**config.mk**
```make
export PLATFORM = sky130hd
export DESIGN_NAME = smeu_div
export DESIGN_NICKNAME = d
export VERILOG_FILES = /design/src/rtl/smeu_pkg.sv /design/src/rtl/smeu_div.sv
export SDC_FILE = /design/constraint.sdc
export NUM_CORES = 1
export LEC_CHECK = 0
export BUFFER_PORTS_ARGS = -buffer_cell sky130_fd_sc_hd__buf_2
export CAP_MARGIN = 15
export CELL_PAD_IN_SITES_DETAIL_PLACEMENT = 0
export CELL_PAD_IN_SITES_GLOBAL_PLACEMENT = 1
export CORE_MARGIN = 5
export CORE_UTILIZATION = 45
export CTS_CLUSTER_DIAMETER = 50
export DETAILED_ROUTE_END_ITERATION = 6
export GPL_TIMING_DRIVEN = 0
export PLACE_DENSITY_LB_ADDON = 0.1
export SYNTH_ARGS = -nofsm -noshare
export SYNTH_HDL_FRONTEND = slang
export SYNTH_SLANG_ARGS = --single-unit
```
**constraint.sdc**
```tcl
create_clock -name i_clk -period 3.9 [get_ports i_clk]
set_clock_uncertainty 0.15 [all_clocks]
set_input_delay 0 -clock i_clk [delete_from_list [all_inputs] [get_ports i_clk]]
set_output_delay 0 -clock i_clk [all_outputs]
set_load 0.01 [all_outputs]
```
**src/rtl/smeu_pkg.sv**
```systemverilog
// package for the stack machine execute unit
// opcodes, event and error codes, payload structs, shared constants
package smeu_pkg;

    localparam int STACK_DEPTH  = 16;
    localparam int RETURN_DEPTH = 4;
    localparam int STORE_WORDS  = 256;
    localparam int OPTION_COUNT = 64;
    localparam int PC_BITS      = 16;

    localparam int SP_BITS   = $clog2(STACK_DEPTH);
    localparam int SD_BITS   = $clog2(STACK_DEPTH + 1);
    localparam int RP_BITS   = (RETURN_DEPTH > 1) ? $clog2(RETURN_DEPTH) : 1;
    localparam int RD_BITS   = $clog2(RETURN_DEPTH + 1);
    localparam int SA_BITS   = $clog2(STORE_WORDS);
    localparam int OPT_BITS  = (OPTION_COUNT > 1) ? $clog2(OPTION_COUNT) : 1;

    typedef enum logic [4:0] {
        OP_PUSH = 5'd0, OP_POP = 5'd1, OP_STR_CALL = 5'd2, OP_EMIT_INT = 5'd3,
        OP_EMIT_REF = 5'd4, OP_EMIT_LIT = 5'd5, OP_ENDL = 5'd6, OP_DISPLAY = 5'd7,
        OP_SWITCH = 5'd8, OP_READ = 5'd9, OP_LOC_STORE = 5'd10, OP_GLB_LOAD = 5'd11,
        OP_GLB_STORE = 5'd12, OP_IJUMP = 5'd13, OP_CJUMP = 5'd14, OP_CALL = 5'd15,
        OP_NEG = 5'd16, OP_NOT = 5'd17, OP_ADD = 5'd18, OP_SUB = 5'd19,
        OP_MUL = 5'd20, OP_DIV = 5'd21, OP_EQ = 5'd22, OP_NEQ = 5'd23,
        OP_LT = 5'd24, OP_LTE = 5'd25, OP_GT = 5'd26, OP_GTE = 5'd27,
        OP_AND = 5'd28, OP_OR = 5'd29, OP_EOX = 5'd30, OP_START = 5'd31
    } t_op;

    localparam logic [2:0] EV_NONE = 3'd0;
    localparam logic [2:0] EV_PINT = 3'd1;
    localparam logic [2:0] EV_PREF = 3'd2;
    localparam logic [2:0] EV_PLIT = 3'd3;
    localparam logic [2:0] EV_EOS  = 3'd4;
    localparam logic [2:0] EV_CALL = 3'd5;
    localparam logic [2:0] EV_SWCH = 3'd6;
    localparam logic [2:0] EV_HALT = 3'd7;

    localparam logic [2:0] ERR_OK    = 3'd0;
    localparam logic [2:0] ERR_UNDER = 3'd1;
    localparam logic [2:0] ERR_OVER  = 3'd2;
    localparam logic [2:0] ERR_DIV0  = 3'd3;
    localparam logic [2:0] ERR_ROVER = 3'd5;

    typedef struct packed {
        logic [4:0]  op;
        logic [31:0] literal;
    } t_in;

    typedef struct packed {
        logic [15:0]        next_pc;
        logic [2:0]         event_res;
        logic signed [31:0] event_value;
        logic               event_option;
        logic [2:0]         error;
    } t_out;

    typedef enum logic [2:0] {
        S_IDLE, S_RD, S_EXEC, S_DIV, S_WB, S_OUT
    } t_state;

    // divider control between sequencer and divide unit
    typedef struct packed {
        logic        start;
        logic [31:0] dividend;
        logic [31:0] divisor;
    } t_div_req;

    typedef struct packed {
        logic        done;
        logic [31:0] quotient;
    } t_div_rsp;

endpackage

```
**src/rtl/smeu_div.sv**
```systemverilog
// signed 32-bit divider, one quotient bit per cycle, truncates toward zero
// depends on smeu_pkg
module smeu_div (
    input  logic              i_clk,
    input  logic              i_rst_n,
    input  smeu_pkg::t_div_req i_req,
    output smeu_pkg::t_div_rsp o_rsp
);
    import smeu_pkg::*;

    logic [31:0] r_rem, n_rem;
    logic [31:0] r_quo, n_quo;
    logic [31:0] r_dvs;
    logic        r_neg;
    logic [5:0]  r_cnt;
    logic        r_busy, r_done;
    logic [32:0] w_trial;
    logic [31:0] w_shift;

    always_comb begin
        w_shift = {r_rem[30:0], r_quo[31]};
        w_trial = {1'b0, w_shift} - {1'b0, r_dvs};
        n_quo   = {r_quo[30:0], ~w_trial[32]};
        n_rem   = w_trial[32] ? w_shift : w_trial[31:0];
    end

    always_ff @(posedge i_clk) begin
        if (!i_rst_n) begin
            r_busy <= 1'b0;
            r_done <= 1'b0;
        end else begin
            r_done <= 1'b0;
            if (i_req.start) begin
                r_busy <= 1'b1;
                r_cnt  <= 6'd0;
                r_rem  <= '0;
                r_quo  <= i_req.dividend[31] ? (32'd0 - i_req.dividend) : i_req.dividend;
                r_dvs  <= i_req.divisor[31] ? (32'd0 - i_req.divisor) : i_req.divisor;
                r_neg  <= i_req.dividend[31] ^ i_req.divisor[31];
            end else if (r_busy) begin
                r_rem <= n_rem;
                r_quo <= n_quo;
                r_cnt <= r_cnt + 6'd1;
                if (r_cnt == 6'd31) begin
                    r_busy <= 1'b0;
                    r_done <= 1'b1;
                end
            end
        end
    end

    assign o_rsp.done     = r_done;
    assign o_rsp.quotient = r_neg ? (32'd0 - r_quo) : r_quo;
endmodule

```
Word level (Yosys, flattened, before mapping)
Index checks and enable logic that the tools add are counted.

Add/subtract/negate cells: 5. Equality and inequality tests: 1. Mux-type cells: 12. Bitwise logic cells: 4. Reduce and logical (&&, ||, !) cells: 4.

Operators with widths (number): $mux W32 (4); $sub A1 B32 Y32 const A (3); $mux W31 (3); $sub A32 B32 Y33 (1); $add A6 B1 Y6 const B (1); $eq A6 B5 Y1 const B (1); $mux W6 (1); $mux W1 (4); $reduce_and A2 Y1 (2); $not A1 Y1 (3); $reduce_or A3 Y1 (1); $reduce_bool A2 Y1 (1); $xor A1 B1 Y1 (1).

Register bits: 104. Bits of input ports: 67. Output and inout bits: 33. Logic and storage cells: 34.

Depth between registers and ports, before layout
Gate-level depths: netlist of run 1.

Depth in word-level cells: 4. Depth in mapped cells: 13. Gate-level depth less buffers: 11.

Worst setup path after synthesis of run 1
No wires, ideal clock.

Path kind: register to output. Start point: register r_quo[9]. End point: output port o_rsp[28] in the netlist's numbering. Arrival time: 3.271 ns. Data required time: 3.750 ns. Setup slack: 0.479 ns. Stages on the path, launching flop included: 9. Path buffers: 0. Cells stage by stage: edfxtp_1 > or3_4 > or4_4 > or3_4 > or4_4 > or4_1 > or4_4 > o31ai_4 > xnor2_1.

RTL lines: start: declaration (line smeu_div.sv:12) `logic [31:0] r_quo, n_quo;`; start signal: assignment (line smeu_div.sv:37) `r_quo <= i_req.dividend[31] ? (32'd0 - i_req.dividend) : i_req.dividend;`; start signal: assignment (line smeu_div.sv:42) `r_quo <= n_quo;`; end: declaration (line smeu_div.sv:7) `output smeu_pkg::t_div_rsp o_rsp`.

==> reports/qor.yml, run 1 <==
global_route:
  grt_max_degree: 48
  antenna_found_initial: 0
  grt_busiest_layer: "met2"
  gr-usage-met2_pct: 35.7
  groute.usage.overall_pct: 20.8
  grt_pass1_wl_mm: 33.7
  grt_use_met3_pct: 2.43
  grt_remaining_overflow: 0
  grt_pass1_vias: 6882
  grt_use_met1_pct: 26.9
floorplan:
  die_w_um: 142
  num_rows: 48
  coreArea_mm2: 0.0171
  dieArea_mm2: 0.0200
  ioPinCount: 100
  fp.dieH_um: 142
  initial_core_util_pct: 45.5
timing:
  fin_crit_sh_pct: 101
  layout_min_cycle_time_ps: 3940
  worst_pin_slew_ps: 1030
  clock.fmax_mhz: 254
  setup_tns_ps: -43.5
  rsz0062_at_grt: "yes"
  report.final.slew_viol_count: 0
  setup_ws_ps: -43.5
  hold_viol_final: 0
  max_slew_margin_pct: 30.4
  setup_violations: 1
logic_synthesis:
  syn_area_mm2: 0.00778
  synthCells: 852
  syn_nets: 956
  synth_cell_types: 58
  async_flop_share_pct: 0
  ys_ff_latch: 104
  synth_edf_count: 102
  yosysSeqAreaShare_pct: 39.9
  synth_ff_type: "edfxtp_1"
  avgSynthCellArea_um2: 9.14
  ys_warn_count: 0
setup_path:
  start_kind: "register"
  slowest_stage: "or4_4"
  cp_cell_sequence: "or3_4 > or4_4 > or3_4 > or4_4 > or4_4 > or4_4 > o31ai_4 > xnor2_1 > buf_2"
  path_class: "register to output pin"
  critPathCaptureType: "output pin"
  critPathMaxStageDelay_ps: 460
  arrival_ps: 3790
  required_ps: 3750
  cpMostUsedCell: "or4_4"
  path_max_fanout: 3
clock_network:
  cts_root_buffer: "clkbuf_16"
  cts_buffers: 9
  cts.reportedPaths.clkPinSlew_ps: 70
  numClockSinks: 104
  insertion_delay_ps: 360
  cts_tree: "yes"
  htree_levels: 3
  cts_buffer_depth: 2
place:
  place_congestion: 0.850
  dp.cells: 1176
  dp_hpwl_mm: 15.4
  io_buffers: 98
finish:
  syn_to_final_growth_pct: 26.4
  seqCellArea_mm2: 0.00310
  final_common_cell: "edfxtp_1"
  multiInputGateArea_mm2: 0.00441
  num_antenna_cells: 0
  nets: 1159
  layout.cells.non_filler: 1285
  layout_common_cells: "102 x edfxtp_1, 98 x buf_2, 90 x nand2_1"
  final_util_pct: 57.5
  drive_gt1_share_pct: 15.5
  num-fill-cells: 1551
min_path:
  hold_class: "input port to register"
pwr:
  power.density_mw_per_mm2: 336
  power_leakage_nw: 3.84
  ir_worst_vdd_mv: 0.217
  p_sw_w: 0.00105
  pwr-share-clk_pct: 26.0
  switching_share_pct: 31.8
  seq_power_share_pct: 42.4
  internal_power_w: 0.00225
  comb_power_share_pct: 31.6
  fin_total_pwr_w: 0.00330
drt:
  first_pass_iters: 5
  vias_per_cell: 5.48
  ant_nets: 0
  drt_wl_total_mm: 20.8
  drtIter0Drc: 478
  via_count: 7043
  wl_per_cell_um: 16.2
  drc: 0
run_status:
  status: "finished with violations"
  violations: "setup timing"
job:
  drv_cap: 0
## flip-flops by register name (all words and copies together), names as in the netlist
signal / flops
r_dvs: 32
r_quo: 32
r_rem: 31
r_cnt: 6
r_busy: 1
r_done: 1
r_neg: 1
## worst max-delay path, delay by kind of cell, from the launching register on
kind,cells,cell delay (ps)
AND/OR/NAND/NOR,6,2540
AO/OA/AOI/OAI,1,200
flip-flops,1,400
XOR/XNOR,1,140
buffers and inverters,1,150
## cell type report
cell class / instances / share of cell area [%]
Buffer: 36 / 1.56
Clock buffer: 11 / 2.47
Clock inverter: 5 / 0.331
Inverter: 51 / 1.95
Multi-Input combinational cell: 660 / 44.8
Sequential cell: 104 / 31.5
Tap cell: 225 / 2.86
Timing Repair Buffer: 193 / 14.5
## metal layers
layer	share of wire [%]	routed length [um]	up-vias
li1	-	-	3529
met1	44	9210	3267
met2	48	10000	217
met3	5.2	1090	30
met4	2.4	505	0
met5	0	0	-
## power by group through the flow
stage / sequential, W / combinational (W) / clock [W]
floorplan: 0.00141 / 0.000653 / 0
global placement: 0.00143 / 0.000906 / 0
detailed placement: 0.00143 / 0.000924 / 0
CTS: 0.00140 / 0.00103 / 0.000876
global route: 0.00141 / 0.00116 / 0.000926
finish: 0.00140 / 0.00104 / 0.000859
## per-stage QoR
stage | instance area, um2 | hold WS [ps] | setup slack, ps
2_1_floorplan | 7780 | -51.1 | 479
3_3_place_gp | 8560 | 64.0 | -817
3_5_place_dp | 8590 | 69.8 | -861
4_1_cts | 9790 | 13.0 | -58.2
5_1_grt | 9840 | 43.7 | -113
6_report | 9840 | 22.0 | -43.5
## worst paths after layout
check	start	end	slack, ps	cells after the start
setup / recovery	r_quo[9]$_DFFE_PP_	o_rsp[28]	-40	9
hold / removal	i_req[56]	r_quo[24]$_DFFE_PP_	20	3
setup reg to reg	r_quo[31]$_DFFE_PP_	r_rem[15]$_SDFFCE_PP0P_	150	11
hold reg to reg	r_busy$_SDFF_PN0_	r_done$_SDFF_PP0_	300	2
## what timing repair did
| action | CTS | global route |
|---|---|---|
| hold buffers | 81 | 0 |
| pin swaps | 2 | 3 |
| endpoints found under the hold margin | 63 | 0 |
| resized for setup | 15 | 3 |
| setup buffers | 9 | 4 |
| setup endpoints to repair | 35 | 34 |
## logic make-up after synthesis
logic type / synth area share (%)
xor+xnor: 12.2
mux: 0.980
compound gates: 18.8
fa+ha+maj: 6.04
simple gates: 17.9
flops: 39.9
buf+inv: 4.34
## cell usage after synthesis, types with 4 or more instances
cell      count  area (um2)
and2_1        4        25.0
nor2b_1       7        43.8
or3_1        11        68.8
nor2_1       51         191
clkbuf_1     31         116
xor2_1       39         342
nand3b_1      5        37.5
a211o_1       4        35.0
a21oi_1      83         415
a211oi_1      7        52.6
xnor2_1      69         604
nor4_1        9        56.3
o21ai_0      51         255
nand3_1      28         140
nor3_1       10        50.1
a21o_1       15         113
nand2b_1     15        93.8
buf_1         4        15.0
mux2_2        5        56.3
edfxtp_1    102        3060
or2_2         6        37.5
o21bai_1      5        37.5
ha_1         36         450
o31ai_1      23         173
nand4_1       7        43.8
nand2_1      90         338
o211ai_1      5        37.5
o41ai_1      15         131
inv_1        51         191
or4_1        18         135
and3_1        5        31.3
Note: power is estimated with default switching activity, not from simulation.
==> run 2: changes to the inputs <==
--- a/config.mk
+++ b/config.mk
@@ -5,12 +5,13 @@
 export SDC_FILE = /design/constraint.sdc
 export NUM_CORES = 1
 export LEC_CHECK = 0
+export ABC_AREA = 1
 export BUFFER_PORTS_ARGS = -buffer_cell sky130_fd_sc_hd__buf_2
 export CAP_MARGIN = 15
 export CELL_PAD_IN_SITES_DETAIL_PLACEMENT = 0
 export CELL_PAD_IN_SITES_GLOBAL_PLACEMENT = 1
 export CORE_MARGIN = 5
-export CORE_UTILIZATION = 45
+export CORE_UTILIZATION = 43
 export CTS_CLUSTER_DIAMETER = 50
 export DETAILED_ROUTE_END_ITERATION = 6
 export GPL_TIMING_DRIVEN = 0
==> run 2 against run 1 <==
  * The flow now finishes without violations
  * Sequential share of layout area decreased by 4.0 points
  * Via count up 28%
  * Total power increased by 17%
==> reports/qor.yml, run 2 <==
drt:
  drc: 0  # unchanged
  drt_wl_total_mm: 27.8  # +34%
  ant_nets: 0  # unchanged
  via_count: 9049  # +28%
  vias_per_cell: 4.83  # -12%
  wl_per_cell_um: 14.9  # -8.3%
  drtIter0Drc: 506  # +5.9%
  first_pass_iters: 5  # unchanged
floorplan:
  num_rows: 54  # +13%
  coreArea_mm2: 0.0218  # +27%
  ioPinCount: 100  # unchanged
  initial_core_util_pct: 43.4  # -2.1 points
  dieArea_mm2: 0.0250  # +25%
  die_w_um: 158  # +12%
  fp.dieH_um: 158  # +12%
logic_synthesis:
  synth_top_area_cell: "edfxtp_1"
  synthCells: 1413  # +66%
  syn_area_mm2: 0.00945  # +21%
  async_flop_share_pct: 0  # unchanged
  avgSynthCellArea_um2: 6.69  # -27%
  synthTopCellsByCount: "431 x nand2_1, 257 x inv_1, 155 x nor2_1"
  synth_top_cell_area_share_pct: 32.4  # -6.9 points
  syn_nets: 1517  # +59%
  yosysMostFrequentCell: "nand2_1"
  synth_area_leaders: "edfxtp_1 32%, nand2_1 17%, inv_1 10%"
  synth_ff_type: "edfxtp_1"
  yosysSeqAreaShare_pct: 32.8  # -7.0 points
  synth_edf_count: 102  # unchanged
  ys_ff_latch: 104  # unchanged
  ys_warn_count: 0  # unchanged
  synth_cell_types: 42  # -28%
finish:
  drive_gt1_share_pct: 10.4  # -5.1 points
  top_regs: "r_dvs x32, r_quo x32, r_rem x31"
  layout_common_cells: "430 x nand2_1, 257 x inv_1, 155 x nor2_1"
  syn_to_final_growth_pct: 19.1
  final_common_cell: "nand2_1"
  num-fill-cells: 2206  # +42%
  final_area_mm2: 0.0113  # +14%
  num_antenna_cells: 0  # unchanged
  nets: 1691  # +46%
global_route:
  antenna_found_initial: 0  # unchanged
  grt_pass1_wl_mm: 44.2  # +31%
  groute.usage.overall_pct: 22.7  # +1.9 points
  grt_pass1_vias: 8709  # +27%
  grt_remaining_overflow: 0  # unchanged
  grt_max_degree: 61  # +27%
timing:
  report.final.slew_viol_count: 0  # unchanged
  hold_viol_final: 0  # unchanged
  clock.fmax_mhz: 342  # +35%
  layout_min_cycle_time_ps: 2920  # -1020 ps
  setup_violations: 0  # -1
  fin_crit_sh_pct: 74.9  # -26 points
  rsz0062_at_grt: "no"
  worst_pin_slew_ps: 858  # -172 ps
  max_slew_margin_pct: 42.7  # +12 points
pwr:
  fin_total_pwr_w: 0.00386  # +17%
  power.density_mw_per_mm2: 343  # +2.1%
  power_leakage_nw: 5.72  # +49%
  ir_worst_vdd_mv: 0.194  # -10%
setup_path:
  path_max_fanout: 10  # +7
  path_class: "register to register"
  arrival_ps: 2900  # -890 ps
  start_kind: "register"
  required_ps: 3880  # +130 ps
  critPathCaptureType: "register"
place:
  io_buffers: 97  # -1.0%
  place_congestion: 0.927  # +9.0%
  placed_area_mm2: 0.0103  # +20%
  dp_hpwl_mm: 22.6  # +46%
job:
  drv_cap: 0  # unchanged
min_path:
  hold_class: "input port to register"
clock_network:
  cts_buffers: 9  # unchanged
  postCtsSetupRepairBufs: 0  # -9
  cts_tree: "yes"
  numClockSinks: 104  # unchanged
  cts.reportedPaths.clkPinSlew_ps: 80  # about the same
  insertion_delay_ps: 360  # about the same
  cts_buffer_depth: 2  # unchanged
  cts_root_buffer: "clkbuf_16"
  htree_levels: 3  # unchanged
  cts_resized: 0  # -15
run_status:
  status: "completed"
==> run 2: cell types whose count changed in the layout (fill, tap and decap cells not counted), sizes merged, moves of 28 or more <==
| cell | change |
|---|---|
| nand2 | +345 |
| inv | +211 |
| nor2 | +119 |
| nand3 | +71 |
| xnor2 | -54 |
| a21oi | -50 |
| xor2 | +28 |
==> run 2: where the power goes <==
part	switching, W	internal, W
Combinational	0.000947	0.000552
Sequential	0.0000755	0.00138
Clock	0.000459	0.000444
Total	0.00148	0.00238
==> run 2: stage by stage <==
stage / utilization [%] / worst slack (ps) / setup TNS [ps] / hold slack (ps) / instances
3_5_place_dp: 47.5 / 970 / 0 / 49.2 / 1792
2_1_floorplan: - / 1240 / 0 / -51.1 / 1413
5_1_grt: 51.7 / 781 / 0 / 56.4 / 1872
3_3_place_gp: 47.3 / -170 / -11090 / 45.6 / 1790
6_report: 51.7 / 978 / 0 / 37.9 / 1872
4_1_cts: 51.7 / 955 / 0 / 27.0 / 1872
==> run 2: cell type report <==
| type | count | area (um2) | share of cell area [%] |
|---|---|---|---|
| Multi-Input combinational cell | 1019 | 5190 | 46.1 |
| Inverter | 259 | 977 | 8.68 |
| Tap cell | 280 | 350 | 3.11 |
| Timing Repair Buffer | 163 | 1170 | 10.4 |
| Clock buffer | 10 | 229 | 2.03 |
| Buffer | 31 | 183 | 1.62 |
| Clock inverter | 6 | 51.3 | 0.456 |
| Sequential cell | 104 | 3100 | 27.6 |
==> run 2: what timing repair did <==
| item | CTS | global route |
|---|---|---|
| hold buffers | 64 | 0 |
| setup endpoints to repair | 0 | 0 |
| hold endpoints to repair | 63 | 0 |
==> run 2: cell families after synthesis <==
logic type | Yosys count | synth area share [%]
flops | 104 | 32.8
buf+inv | 290 | 12.3
simple gates | 776 | 35.3
compound gates | 124 | 7.03
fa+ha+maj | 37 | 4.98
xor+xnor | 82 | 7.60
==> run 2: path summary, 6_finish.rpt <==
path,from,to,slack [ps],cells past startpoint
worst max-delay path,r_dvs[0]$_DFFE_PP_,r_rem[22]$_SDFFCE_PP0P_,980,16
worst min-delay path,i_req[35],r_quo[3]$_DFFE_PP_,40,4
worst max register to register,r_dvs[0]$_DFFE_PP_,r_rem[22]$_SDFFCE_PP0P_,980,16
worst min register to register,r_busy$_SDFF_PN0_,r_done$_SDFF_PP0_,410,2
==> run 2: routing by layer <==
layer	track usage [%]	vias to the layer above	routed length [um]
li1	-	4818	-
met1	28.0	3977	12300
met2	41.5	206	13700
met3	2.43	48	1060
met4	6.86	0	720
met5	0	-	0
==> run 2: worst max-delay path, cell delays in order (launching register included) <==
cell      delay, ps
edfxtp_1        430
ha_1            240
fa_1            410
inv_1           120
nand3_1          90
nand2_2         110
nand2_1          50
nand2_1         140
nand2_1          70
nand2_1         100
nand2_1          70
nand2_2          90
buf_6           200
buf_12          180
nand3_2         120
nand2_1          80
inv_1            30
==> run 3: changes to the inputs <==
--- a/config.mk
+++ b/config.mk
@@ -5,13 +5,13 @@
 export SDC_FILE = /design/constraint.sdc
 export NUM_CORES = 1
 export LEC_CHECK = 0
-export ABC_AREA = 1
+export ABC_AREA = 0
 export BUFFER_PORTS_ARGS = -buffer_cell sky130_fd_sc_hd__buf_2
 export CAP_MARGIN = 15
 export CELL_PAD_IN_SITES_DETAIL_PLACEMENT = 0
 export CELL_PAD_IN_SITES_GLOBAL_PLACEMENT = 1
 export CORE_MARGIN = 5
-export CORE_UTILIZATION = 43
+export CORE_UTILIZATION = 41
 export CTS_CLUSTER_DIAMETER = 50
 export DETAILED_ROUTE_END_ITERATION = 6
 export GPL_TIMING_DRIVEN = 0
==> constraint.sdc (replaced) <==
create_clock -name i_clk -period 2.4 [get_ports i_clk]
set_clock_uncertainty 0.15 [all_clocks]
set_input_delay 0 -clock i_clk [delete_from_list [all_inputs] [get_ports i_clk]]
set_output_delay 0 -clock i_clk [all_outputs]
set_load 0.01 [all_outputs]
==> run 3 against run 2 <==
  * The flow now finishes with violations (setup timing)
  * Clock power up 74%
  * Worst hold slack worse by 13 ps
  * Critical endpoint is now o_rsp[28]
  * Combinational power up 41%
  * Register-to-register slack worse by 2000 ps
==> reports/qor.yml, run 3 (synthesized netlist as in run 1, its figures left out) <==
drt:
  ant_nets: 0  # unchanged
  drc: 0  # unchanged
  first_pass_iters: 5  # unchanged
  drtIter0Drc: 360  # -29%
  vias_per_cell: 5.44  # +12%
  via_count: 7126  # -21%
  drt_wl_total_mm: 23.3  # -16%
  wl_per_cell_um: 17.7  # +19%
floorplan:
  fp.dieH_um: 148  # -6.6%
  die_w_um: 148  # -6.6%
  ioPinCount: 100  # unchanged
  coreArea_mm2: 0.0187  # -14%
  num_rows: 50  # -7.4%
  dieArea_mm2: 0.0218  # -13%
  initial_core_util_pct: 41.6  # -1.8 points
setup_path:
  critPathMaxStageDelay_ps: 470  # +40 ps
  critPathCaptureType: "output pin"
  start_kind: "register"
  path_class: "register to output pin"
  cpMostUsedCell: "or4_4"
  path_buf_inv: 1  # -3
  cp_cell_sequence: "or3_4 > or4_4 > or3_4 > or4_4 > or4_4 > or4_4 > o31ai_4 > xnor2_2 > buf_2"
  path_max_fanout: 3  # -7
  required_ps: 2250  # -1630 ps
  timing.rr.start: "r_quo[31]$_DFFE_PP_"
  arrival_ps: 3810  # +910 ps
  slowest_stage: "or4_4"
  cpLargestDelayFamily: "simple AND/OR/NAND/NOR gates"
  critPathLaunch: "r_quo[9]$_DFFE_PP_"
timing:
  layout_min_cycle_time_ps: 3960
  worst_pin_slew_ps: 940  # +82.2 ps
  setup_violations: 51  # +51
  rsz0062_at_grt: "yes"
  max_slew_margin_pct: 37.3  # -5.4 points
  fin_crit_sh_pct: 165
  hold_viol_final: 0  # unchanged
  setup_ws_ps: -1560  # -2540 ps
  setup_tns_ps: -46430  # -46430 ps
  report.final.slew_viol_count: 0  # unchanged
  holdWs_ps: 24.7  # -13.2 ps
  clock.fmax_mhz: 252
global_route:
  grt_pass1_wl_mm: 36.8  # -17%
  grt_pass1_vias: 7155  # -18%
  grt_remaining_overflow: 0  # unchanged
  groute.usage.overall_pct: 21.0  # -1.7 points
  antenna_found_initial: 1  # +1
  grt_max_degree: 63  # +3.3%
clock_network:
  cts_root_buffer: "clkbuf_16"
  htree_levels: 3  # unchanged
  cts_buffers: 9  # unchanged
  insertion_delay_ps: 350  # about the same
  numClockSinks: 104  # unchanged
  cts_tree: "yes"
  cts_buffer_depth: 2  # unchanged
  cts.reportedPaths.clkPinSlew_ps: 70  # about the same
pwr:
  seq_power_share_pct: 38.4  # +0.6 points
  p_sw_w: 0.00194  # +31%
  power_leakage_nw: 4.28  # -25%
  comb_power_share_pct: 35.4  # -3.4 points
  fin_total_pwr_w: 0.00599  # +55%
  power.density_mw_per_mm2: 541  # +58%
  ir_worst_vdd_mv: 0.336  # +73%
  internal_power_w: 0.00405  # +70%
  pwr-share-clk_pct: 26.3  # +2.9 points
  switching_share_pct: 32.4  # -5.9 points
place:
  place_congestion: 0.789  # -15%
  placed_area_mm2: 0.00887  # -14%
  io_buffers: 98  # +1.0%
  dp_hpwl_mm: 16.1  # -29%
min_path:
  min_from: "i_req[1]"
  hold_class: "input port to register"
finish:
  final_area_mm2: 0.0111  # -1.6%
  seqCellArea_mm2: 0.00310  # unchanged
  final_util_pct: 59.2  # +7.5 points
  top_regs: "r_dvs x32, r_quo x32, r_rem x31"
  drive_gt1_share_pct: 29.8  # +19 points
  syn_to_final_growth_pct: 42.2
  layout_common_cells: "102 x edfxtp_1, 98 x buf_2, 71 x dlygate4sd3_1"
  final_common_cell: "edfxtp_1"
  num-fill-cells: 1639  # -26%
  nets: 1176  # -30%
  multiInputGateArea_mm2: 0.00522  # +0.53%
  num_antenna_cells: 0  # unchanged
run_status:
  status: "finished with violations"
  violations: "setup timing"
job:
  drv_cap: 0  # unchanged
-- run 3: changes by cell type in the layout (fill, tap and decap cells not counted), sizes merged, moves of 50 or more --
cell,change
nor2,-119
a21oi,+50
inv,-211
xnor2,+54
nand2,-345
nand3,-71
-- run 3: worst min-delay path, cell delays in order --
cell,delay [ps]
buf_2,120
inv_1,60
ha_1,120
nand2_1,40
o21ai_0,70
-- run 3: final cells by class --
| class | instances | area share [%] |
|---|---|---|
| Timing Repair Buffer | 212 | 15.4 |
| Buffer | 34 | 2.28 |
| Sequential cell | 104 | 28.0 |
| Clock buffer | 14 | 2.47 |
| Tap cell | 234 | 2.64 |
| Clock inverter | 2 | 0.339 |
| Multi-Input combinational cell | 660 | 47.2 |
| Inverter | 51 | 1.73 |
-- run 3: power groups by stage --
stage	Sequential [W]	Clock [W]	Combinational, W
2_1_floorplan	0.00229	0	0.00115
3_3_place_gp	0.00232	0	0.00161
3_5_place_dp	0.00232	0	0.00162
4_1_cts	0.00229	0.00160	0.00199
5_1_grt	0.00232	0.00167	0.00231
6_report	0.00230	0.00157	0.00212
-- run 3: path summary, 6_finish.rpt --
path                            end  slack (ps)  depth (start not counted)
max                       o_rsp[28]       -1560                          9
min              r_dvs[1]$_DFFE_PP_          20                          5
max reg2reg  r_rem[6]$_SDFFCE_PP0P_        -980                         15
min reg2reg       r_done$_SDFF_PP0_         310                          2
-- run 3: routing by layer --
metal / share of wire, % / wire length [um] / global-route usage (%) / vias to the layer above
li1: - / - / - / 3554
met4: 1.7 / 388 / 7.41 / 2
met5: 0.056 / 13 / 0 / -
met3: 3.7 / 870 / 2.97 / 27
met2: 50 / 11600 / 36.2 / 149
met1: 45 / 10400 / 27.0 / 3394
-- run 3: timing repair --
item,in CTS,in global routing
hold buffers,71,0
setup buffers,23,15
gates cloned,5,0
endpoints found under the setup margin,54,65
pin swaps,39,34
hold endpoints to repair,70,0
gates resized for setup,111,63
-- run 3: through the flow --
stage                     setup slack (ps)  cells
after detailed placement             -1280   1185
after global placement               -1300   1184
after global routing                 -1660   1311
after CTS                            -1550   1298
after floorplan                      -1010    852
final                                -1560   1311
